--- src/rtl/cet_pkg.sv ---
// Shared types, constants and the control store for the crystal error
// correction tracker. No dependencies; used by every module in rtl/.
package cet_pkg;

	// Block constants
	localparam int INIT_COUNT   = 128;
	localparam int FILTER_COEF  = 256;     // must be a power of two
	localparam int FILTER_SHIFT = $clog2(FILTER_COEF);

	localparam int SUM_W       = 39;
	localparam int QUO_W       = 32;
	localparam int DIV_STEPS   = 32;
	localparam int DIV_CNT_W   = $clog2(DIV_STEPS);
	localparam int APB_AW      = 3;

	localparam logic [31:0]      ONE_Q30       = 32'h4000_0000;
	localparam logic [15:0]      MAX_AGE_RESET = 16'd30;
	localparam logic [SUM_W-1:0] SUM_MAX       = '1;
	localparam logic [7:0]       COUNT_FULL    = 8'(INIT_COUNT);

	// Partial remainder loaded into the divider: numerator * 2^28
	localparam logic [SUM_W-1:0] EST_NUM = SUM_W'(INIT_COUNT) << 28;
	localparam logic [SUM_W-1:0] TRK_NUM = SUM_W'(1) << 28;

	// Register index, taken from paddr[APB_AW-1]
	localparam logic REG_MAX_AGE = 1'b0;

	// Channel words
	typedef struct packed {
		logic signed [31:0] ref_age;
		logic [31:0]        error_ratio;
	} in_word_t;

	typedef struct packed {
		logic        ref_valid;
		logic        correction_ok;
		logic [31:0] correction;
	} out_word_t;

	// Divider control from the sequencer
	typedef struct packed {
		logic load;
		logic step;
	} div_ctrl_t;

	// Microcode
	typedef enum logic [3:0] {
		UOP_NOP       = 4'd0,
		UOP_LATCH     = 4'd1,
		UOP_CLEAR     = 4'd2,
		UOP_ACCUM     = 4'd3,
		UOP_LOAD_EST  = 4'd4,
		UOP_LOAD_TRK  = 4'd5,
		UOP_DIV_STEP  = 4'd6,
		UOP_EST_WRITE = 4'd7,
		UOP_TRK_WRITE = 4'd8,
		UOP_EMIT      = 4'd9
	} uop_t;

	typedef enum logic [2:0] {
		COND_NEVER       = 3'd0,
		COND_ALWAYS      = 3'd1,
		COND_NO_ITEM     = 3'd2,
		COND_REF_BAD     = 3'd3,
		COND_CORR_VALID  = 3'd4,
		COND_COUNT_FULL  = 3'd5,
		COND_DIV_MORE    = 3'd6,
		COND_OUT_BLOCKED = 3'd7
	} ucond_t;

	localparam int STEP_W = 4;
	typedef logic [STEP_W-1:0] step_t;

	localparam step_t STEP_IDLE     = 4'd0;
	localparam step_t STEP_CHK_REF  = 4'd1;
	localparam step_t STEP_CHK_VAL  = 4'd2;
	localparam step_t STEP_CHK_CNT  = 4'd3;
	localparam step_t STEP_ACCUM    = 4'd4;
	localparam step_t STEP_CLEAR    = 4'd5;
	localparam step_t STEP_EST_LOAD = 4'd6;
	localparam step_t STEP_EST_DIV  = 4'd7;
	localparam step_t STEP_EST_WR   = 4'd8;
	localparam step_t STEP_TRK_LOAD = 4'd9;
	localparam step_t STEP_TRK_DIV  = 4'd10;
	localparam step_t STEP_TRK_WR   = 4'd11;
	localparam step_t STEP_EMIT     = 4'd12;
	localparam step_t STEP_RETURN   = 4'd13;

	// If cond holds, jump to target; else fall through to the next step
	typedef struct packed {
		uop_t   op;
		ucond_t cond;
		step_t  target;
	} ucode_t;

	function automatic ucode_t ucode_rom(step_t s);
		ucode_t w;
		case (s)
			STEP_IDLE:     w = ucode_t'{UOP_LATCH,     COND_NO_ITEM,     STEP_IDLE};
			STEP_CHK_REF:  w = ucode_t'{UOP_NOP,       COND_REF_BAD,     STEP_CLEAR};
			STEP_CHK_VAL:  w = ucode_t'{UOP_NOP,       COND_CORR_VALID,  STEP_TRK_LOAD};
			STEP_CHK_CNT:  w = ucode_t'{UOP_NOP,       COND_COUNT_FULL,  STEP_EST_LOAD};
			STEP_ACCUM:    w = ucode_t'{UOP_ACCUM,     COND_ALWAYS,      STEP_EMIT};
			STEP_CLEAR:    w = ucode_t'{UOP_CLEAR,     COND_ALWAYS,      STEP_EMIT};
			STEP_EST_LOAD: w = ucode_t'{UOP_LOAD_EST,  COND_NEVER,       STEP_IDLE};
			STEP_EST_DIV:  w = ucode_t'{UOP_DIV_STEP,  COND_DIV_MORE,    STEP_EST_DIV};
			STEP_EST_WR:   w = ucode_t'{UOP_EST_WRITE, COND_ALWAYS,      STEP_EMIT};
			STEP_TRK_LOAD: w = ucode_t'{UOP_LOAD_TRK,  COND_NEVER,       STEP_IDLE};
			STEP_TRK_DIV:  w = ucode_t'{UOP_DIV_STEP,  COND_DIV_MORE,    STEP_TRK_DIV};
			STEP_TRK_WR:   w = ucode_t'{UOP_TRK_WRITE, COND_NEVER,       STEP_IDLE};
			STEP_EMIT:     w = ucode_t'{UOP_EMIT,      COND_OUT_BLOCKED, STEP_EMIT};
			STEP_RETURN:   w = ucode_t'{UOP_NOP,       COND_ALWAYS,      STEP_IDLE};
			default:       w = ucode_t'{UOP_NOP,       COND_ALWAYS,      STEP_IDLE};
		endcase
		return w;
	endfunction

endpackage

--- src/rtl/cet_divider.sv ---
// Restoring divider, one quotient bit per step, saturating to all ones.
// Depends on cet_pkg.
module cet_divider (
	input  logic                       clk,
	input  logic                       arst_n,
	input  cet_pkg::div_ctrl_t         ctrl,
	input  logic [cet_pkg::SUM_W-1:0]  num,
	input  logic [cet_pkg::SUM_W-1:0]  den,
	output logic [cet_pkg::QUO_W-1:0]  quo,
	output logic                       more
);
	import cet_pkg::*;

	logic [SUM_W-1:0]     rem_q;
	logic [SUM_W-1:0]     den_q;
	logic [QUO_W-1:0]     quo_q;
	logic                 sat_q;
	logic [DIV_CNT_W-1:0] cnt_q;

	logic [SUM_W:0] shifted;
	logic [SUM_W:0] diff;
	logic           ge;

	// Trial subtract of the shifted remainder
	assign shifted = {rem_q, 1'b0};
	assign ge      = shifted >= {1'b0, den_q};
	assign diff    = shifted - {1'b0, den_q};

	// Step counter
	always_ff @(posedge clk or negedge arst_n) begin
		if (!arst_n) begin
			cnt_q <= '0;
		end else if (ctrl.load) begin
			cnt_q <= DIV_CNT_W'(DIV_STEPS - 1);
		end else if (ctrl.step) begin
			cnt_q <= cnt_q - DIV_CNT_W'(1);
		end
	end

	// Remainder and quotient; the quotient is known to fit unless sat
	always_ff @(posedge clk) begin
		if (ctrl.load) begin
			rem_q <= num;
			den_q <= den;
			quo_q <= '0;
			sat_q <= (den <= num);
		end else if (ctrl.step) begin
			rem_q <= ge ? diff[SUM_W-1:0] : shifted[SUM_W-1:0];
			quo_q <= {quo_q[QUO_W-2:0], ge};
		end
	end

	assign more = (cnt_q != '0);
	assign quo  = sat_q ? '1 : quo_q;

endmodule

--- src/rtl/crystal_error_correction_tracker.sv ---
// Top level of the crystal error correction tracker: microcoded sequencer,
// state registers, APB register and output register. Depends on cet_pkg,
// cet_divider.
//
// Usage:
//   One input word per tick on in_valid/in_stall (reference age and
//   measured error ratio); one result word per input on out_valid/out_stall
//   (reference valid flag, correction established flag, Q2.30 correction).
//   max_age is written over the APB port at offset 0; the user must write
//   it only while the block idles, and the block leaves this to the user. A
//   word is taken only when the sequencer sits at its idle step, so one
//   word is in work at a time. The two divide paths use the shared divider,
//   32 steps of one quotient bit each.
//   A stall on the output holds that register; a later word that reaches
//   its emit step waits there, keeping in_stall high, until the held
//   result moves on. A waiting result does not stop the next word from
//   being taken.
//   Reset: max_age = 30, correction = 1.0, not established, average empty,
//   output register empty.
module crystal_error_correction_tracker (
	input  logic                         clk,
	input  logic                         arst_n,
	input  logic                         in_valid,
	output logic                         in_stall,
	input  cet_pkg::in_word_t            in_data,
	output logic                         out_valid,
	input  logic                         out_stall,
	output cet_pkg::out_word_t           out_data,
	input  logic                         psel,
	input  logic                         penable,
	input  logic                         pwrite,
	input  logic [cet_pkg::APB_AW-1:0]   paddr,
	input  logic [31:0]                  pwdata,
	output logic [31:0]                  prdata,
	output logic                         pready
);
	import cet_pkg::*;

	// Sequencer
	step_t  pc_q;
	ucode_t uw;
	logic   taken;

	// State
	logic [15:0]      max_age_q;
	logic             ref_ok_q;
	logic [31:0]      err_q;
	logic [7:0]       count_q;
	logic [SUM_W-1:0] sum_q;
	logic [31:0]      corr_q;
	logic             corr_valid_q;
	logic             out_valid_q;
	out_word_t        out_data_q;

	// Datapath signals
	logic             accept;
	logic             ref_ok;
	logic             out_blocked;
	logic             emit_go;
	logic [SUM_W:0]   sum_wide;
	logic [SUM_W-1:0] sum_next;
	logic [32:0]      filt_wide;
	logic [31:0]      filt;
	div_ctrl_t        div_ctrl;
	logic [SUM_W-1:0] div_num;
	logic [SUM_W-1:0] div_den;
	logic [QUO_W-1:0] div_quo;
	logic             div_more;
	logic             cfg_wr;

	assign uw = ucode_rom(pc_q);

	// Input handshake: open only at the idle step
	assign in_stall = (uw.op != UOP_LATCH);
	assign accept   = in_valid && !in_stall;

	assign out_blocked = out_valid_q && out_stall;
	assign emit_go     = (uw.op == UOP_EMIT) && !out_blocked;

	// Branch condition
	always_comb begin
		case (uw.cond)
			COND_NEVER:       taken = 1'b0;
			COND_ALWAYS:      taken = 1'b1;
			COND_NO_ITEM:     taken = !in_valid;
			COND_REF_BAD:     taken = !ref_ok_q;
			COND_CORR_VALID:  taken = corr_valid_q;
			COND_COUNT_FULL:  taken = (count_q >= COUNT_FULL);
			COND_DIV_MORE:    taken = div_more;
			COND_OUT_BLOCKED: taken = out_blocked;
			default:          taken = 1'b1;
		endcase
	end

	always_ff @(posedge clk or negedge arst_n) begin
		if (!arst_n) begin
			pc_q <= STEP_IDLE;
		end else begin
			pc_q <= taken ? uw.target : pc_q + step_t'(1);
		end
	end

	// Reference age check: non-negative and within max_age
	assign ref_ok = (in_data.ref_age[31:16] == '0) && (in_data.ref_age[15:0] <= max_age_q);

	always_ff @(posedge clk) begin
		if (accept) begin
			ref_ok_q <= ref_ok;
			err_q    <= in_data.error_ratio;
		end
	end

	// Saturating running sum
	assign sum_wide = {1'b0, sum_q} + (SUM_W + 1)'(err_q);
	assign sum_next = sum_wide[SUM_W] ? SUM_MAX : sum_wide[SUM_W-1:0];

	// First order filter toward the reciprocal, clamped to 32 bits
	assign filt_wide = {1'b0, corr_q} - 33'(corr_q >> FILTER_SHIFT)
		+ 33'(div_quo >> FILTER_SHIFT);
	assign filt = filt_wide[32] ? '1 : filt_wide[31:0];

	// Shared divider
	assign div_ctrl.load = (uw.op == UOP_LOAD_EST) || (uw.op == UOP_LOAD_TRK);
	assign div_ctrl.step = (uw.op == UOP_DIV_STEP);
	assign div_num = (uw.op == UOP_LOAD_EST) ? EST_NUM : TRK_NUM;
	assign div_den = (uw.op == UOP_LOAD_EST) ? sum_q : SUM_W'(err_q);

	cet_divider u_div (
		.clk    (clk),
		.arst_n (arst_n),
		.ctrl   (div_ctrl),
		.num    (div_num),
		.den    (div_den),
		.quo    (div_quo),
		.more   (div_more)
	);

	// Tracker state updates
	always_ff @(posedge clk or negedge arst_n) begin
		if (!arst_n) begin
			count_q      <= '0;
			sum_q        <= '0;
			corr_q       <= ONE_Q30;
			corr_valid_q <= 1'b0;
		end else begin
			case (uw.op)
				UOP_CLEAR: begin
					count_q      <= '0;
					sum_q        <= '0;
					corr_q       <= ONE_Q30;
					corr_valid_q <= 1'b0;
				end
				UOP_ACCUM: begin
					count_q <= count_q + 8'd1;
					sum_q   <= sum_next;
				end
				UOP_EST_WRITE: begin
					corr_q       <= div_quo;
					corr_valid_q <= 1'b1;
				end
				UOP_TRK_WRITE: begin
					corr_q <= filt;
				end
				default: begin
				end
			endcase
		end
	end

	// Output register
	always_ff @(posedge clk or negedge arst_n) begin
		if (!arst_n) begin
			out_valid_q <= 1'b0;
		end else if (emit_go) begin
			out_valid_q <= 1'b1;
		end else if (!out_stall) begin
			out_valid_q <= 1'b0;
		end
	end

	always_ff @(posedge clk) begin
		if (emit_go) begin
			out_data_q.ref_valid     <= ref_ok_q;
			out_data_q.correction_ok <= corr_valid_q;
			out_data_q.correction    <= corr_q;
		end
	end

	assign out_valid = out_valid_q;
	assign out_data  = out_data_q;

	// APB register
	assign cfg_wr = psel && penable && pwrite && pready;
	assign pready = 1'b1;
	assign prdata = (paddr[APB_AW-1] == REG_MAX_AGE) ? {16'b0, max_age_q} : '0;

	always_ff @(posedge clk or negedge arst_n) begin
		if (!arst_n) begin
			max_age_q <= MAX_AGE_RESET;
		end else if (cfg_wr && (paddr[APB_AW-1] == REG_MAX_AGE)) begin
			max_age_q <= pwdata[15:0];
		end
	end

	// Checks
	a_ok_needs_ref: assert property (@(posedge clk) disable iff (!arst_n)
		out_valid && out_data.correction_ok |-> out_data.ref_valid)
		else $error("established correction reported with stale reference");

	a_bad_ref_resets: assert property (@(posedge clk) disable iff (!arst_n)
		out_valid && !out_data.ref_valid |->
			(out_data.correction == ONE_Q30) && !out_data.correction_ok)
		else $error("stale reference did not reset the correction");

	a_valid_count: assert property (@(posedge clk) disable iff (!arst_n)
		corr_valid_q |-> (count_q == COUNT_FULL))
		else $error("correction established before the average filled");

	a_accept_idle: assert property (@(posedge clk) disable iff (!arst_n)
		accept |=> (pc_q == STEP_CHK_REF))
		else $error("sequencer did not start the program after a word");

endmodule
--- config.mk ---
export PLATFORM = sky130hd
export DESIGN_NAME = crystal_error_correction_tracker
export DESIGN_NICKNAME = d
export VERILOG_FILES = /design/src/rtl/cet_pkg.sv /design/src/rtl/cet_divider.sv /design/src/rtl/crystal_error_correction_tracker.sv
export SDC_FILE = /design/constraint.sdc
export NUM_CORES = 1
export LEC_CHECK = 0
export ABC_AREA = 1
export BUFFER_PORTS_ARGS = -buffer_cell sky130_fd_sc_hd__clkbuf_2
export CAP_MARGIN = 10
export CORE_AREA = 2 2 293 295
export DETAILED_ROUTE_END_ITERATION = 6
export DIE_AREA = 0 0 295 297
export PLACE_DENSITY_LB_ADDON = 0.05
export REMOVE_ABC_BUFFERS = 1
export SYNTH_ARGS = -nofsm -noshare
export SYNTH_HDL_FRONTEND = slang
export SYNTH_SLANG_ARGS = --single-unit
--- constraint.sdc ---
create_clock -name clk -period 4.94 [get_ports clk]
set_clock_uncertainty 0.1 [all_clocks]
set_input_delay 0.741 -clock clk [delete_from_list [all_inputs] [get_ports clk]]
set_output_delay 0.741 -clock clk [all_outputs]
set_load 0.1 [all_outputs]
==> impl_metrics.json <==
{
  "status": "completed",
  "grt-ovfl-total": 0,
  "cts_resized": 0,
  "grt_antenna_before_repair": 0,
  "syn_area_um2": 20900,
  "worstMarginPinSlew_ns": 1.13,
  "grt_pass1_vias": 19270,
  "drtIter0Drc": 1138,
  "initial_core_util_pct": 24.7,
  "wl_um": 70900,
  "cts-htree-levels": 2,
  "drt-vias-per-instance": 4.46,
  "synth.avg_cell_area_um2": 7.19,
  "clk_latency_ns": 0.57,
  "crit_type": "flop to flop",
  "ys_warn_count": 0,
  "reg2reg_to": "corr_q[23]",
  "synth_xor_area_share_pct": 2.60,
  "n_fill_cell": 9377,
  "finalHoldViolations": 0,
  "final_cell_mix": "nand2_1 (774), inv_1 (461), nor2_1 (314)",
  "rows": 107,
  "place_area_um2": 22800,
  "clockRootBuffer": "clkbuf_16",
  "portBuffers": 139,
  "ys_types": 55,
  "track_usage_pct": 16.2,
  "worstPathArrival_ns": 4.66,
  "clk_pin_slew_worst_paths_ns": 0.06,
  "cp-start-kind": "flop",
  "final_common_cell": "nand2_1",
  "grt_first_pass_wirelength_um": 111000,
  "fin_area_um2": 24100,
  "synth_edf_count": 146,
  "r2r-start": "u_div.sat_q",
  "synth_mux_area_share_pct": 0.0479,
  "synthArstFlopShare_pct": 37.3,
  "ant_nets": 0,
  "synth_cells": 2904,
  "via_count": 18814,
  "max_freq_mhz": 232,
  "cts_setup_buffers": 0,
  "io_pins": 175,
  "fin_crit_ns": 4.31,
  "setup_viol": 0,
  "cts_buffers": 39,
  "ff2ff_setup_slack_ns": 0.63,
  "cts_tree": "built",
  "syn2layout_area_growth_pct": 15.6,
  "synth-simple-area-share_pct": 27.2,
  "die_x_um": 295,
  "tns_ns": 0,
  "drv_cap": 0,
  "cts.sinks": 284,
  "synth_ff_type": "edfxtp_1",
  "drive_gt1_share_pct": 9.14,
  "globalplace.congestion": 0.871,
  "nNetsFinal": 3304,
  "yosys-top-cells-area": "edfxtp_1 (21%), nand2_1 (14%), dfrtp_1 (12%)",
  "postCtsHoldBufs": 0,
  "drt-wirelength-per-cell_um": 16.8,
  "rsz0062_at_grt": "no",
  "fp.dieArea_um2": 87600,
  "drt_pass1_iterations": 7,
  "synth_compound_area_share_pct": 12.5,
  "die_h_um": 297,
  "grt_start_max_net_pins": 71,
  "yosysTopAreaCell": "edfxtp_1",
  "core_um2": 84500,
  "hold_path_class": "primary input to async pin",
  "diodes": 0,
  "whs_ns": 0.149,
  "ys_seq_area_share_pct": 36.8,
  "synth_top_family_by_area": "simple AND/OR/NAND/NOR gates",
  "dpl.hpwl_um": 54900,
  "final_max_slew_viol_count": 0,
  "path_max_fanout": 20,
  "min_period_over_period_pct": 87.2,
  "cp.required_ns": 5.29,
  "ys_seq_elements": 284,
  "reg2reg_depth": 18,
  "yosysTopAreaCellShare_pct": 21.0,
  "clock_tree.buffer_depth": 3,
  "worstSetupEndpointType": "flop",
  "drc": 0,
  "slew-limit-headroom_pct": 24.6,
  "synth_fa_ha_area_share_pct": 10.2
}
[per-layer routing]
layer  global-route usage, %  part of all wire, %
met1                    23.0                   50
met2                    26.1                   45
met3                    2.07                  3.5
met4                    3.55                  1.8
met5                       0                    0
[per-stage QoR]
step	worst slack (ns)	instances	util, %
after CTS	0.553	4218	28.6
after global placement	0.564	4147	27.0
final	0.634	4218	28.6
after global routing	0.204	4218	28.6
after detailed placement	0.560	4147	27.0
after floorplan	0.805	2837	-
[cells in the mapped netlist (4+ instances only)]
| cell type | n |
|---|---|
| xnor2_1 | 30 |
| dfrtp_1 | 101 |
| clkbuf_1 | 28 |
| nor2_1 | 317 |
| buf_2 | 17 |
| nand3b_1 | 18 |
| o21ai_1 | 8 |
| edfxtp_1 | 146 |
| buf_6 | 7 |
| inv_1 | 462 |
| o21ai_2 | 11 |
| xor2_1 | 32 |
| or2_2 | 7 |
| dfstp_2 | 5 |
| nand2_2 | 6 |
| fa_1 | 26 |
| a31oi_1 | 7 |
| ha_1 | 128 |
| nor4_1 | 9 |
| dfxtp_1 | 32 |
| o21bai_1 | 16 |
| nand4_1 | 26 |
| buf_4 | 23 |
| a21o_1 | 5 |
| nand2_1 | 774 |
| buf_1 | 4 |
| a21oi_1 | 189 |
| a211oi_1 | 5 |
| o21a_1 | 10 |
| nand3_1 | 178 |
| nor3_1 | 21 |
| inv_2 | 5 |
| o211ai_1 | 4 |
| o21ai_0 | 213 |
[worst max-delay path, cell delays in order, from the launching register on]
cell,delay [ns]
edfxtp_1,1.06
buf_4,0.30
nor2_1,0.06
fa_1,0.48
inv_1,0.05
ha_1,0.34
nand2_1,0.07
inv_1,0.09
nand2_1,0.08
nor3_1,0.13
nand2_1,0.08
nand2_1,0.16
nand2_1,0.12
nand2_1,0.10
nand2_1,0.05
nand2_1,0.50
nand3_1,0.22
nand2_1,0.12
nand3_1,0.07
[area by class of cell]
type	count	area [um^2]	share of cell area, %
multi-input combinational	2085	11000	45.8
tap	1144	1430	5.93
timing repair buffer	166	901	3.73
clock buffer	50	1080	4.47
clock inverter	21	229	0.949
sequential	284	7680	31.8
inverter	468	1760	7.29
[how the worst max path moves through the flow]
| stage | start | to | slack [ns] | cells past startpoint |
|---|---|---|---|---|
| final | u_div.sat_q | corr_q[23] | 0.63 | 18 |
| after floorplan | pc_q[1] | err_q[0] | 0.81 | 8 |
| after detailed placement | u_div.sat_q | corr_q[23] | 0.56 | 18 |
| after CTS | u_div.sat_q | corr_q[23] | 0.55 | 18 |
| after global routing | u_div.sat_q | corr_q[21] | 0.20 | 18 |
| after global placement | u_div.sat_q | corr_q[23] | 0.56 | 18 |
[sequential cells by signal (all words and copies together) (netlist names)]
name / flops
out_data: 34
ref_ok_q: 1
out_valid: 1
pc_q: 4
max_age_q: 16
u_div.quo_q: 32
u_div.cnt_q: 5
count_q: 8
u_div.sat_q: 1
u_div.rem_q: 39
corr_q: 32
u_div.den_q: 39
corr_valid_q: 1
err_q: 32
sum_q: 39
[cells by family after synthesis]
logic type	after synthesis
mux	1
compound gates	480
flops	284
other cells	2
buf+inv	550
simple gates	1371
fa+ha+maj	154
xor+xnor	62
Power is left out: the tool's default activity adds up to more than one toggle a clock period on the data nets, which glitch-free logic cannot reach.
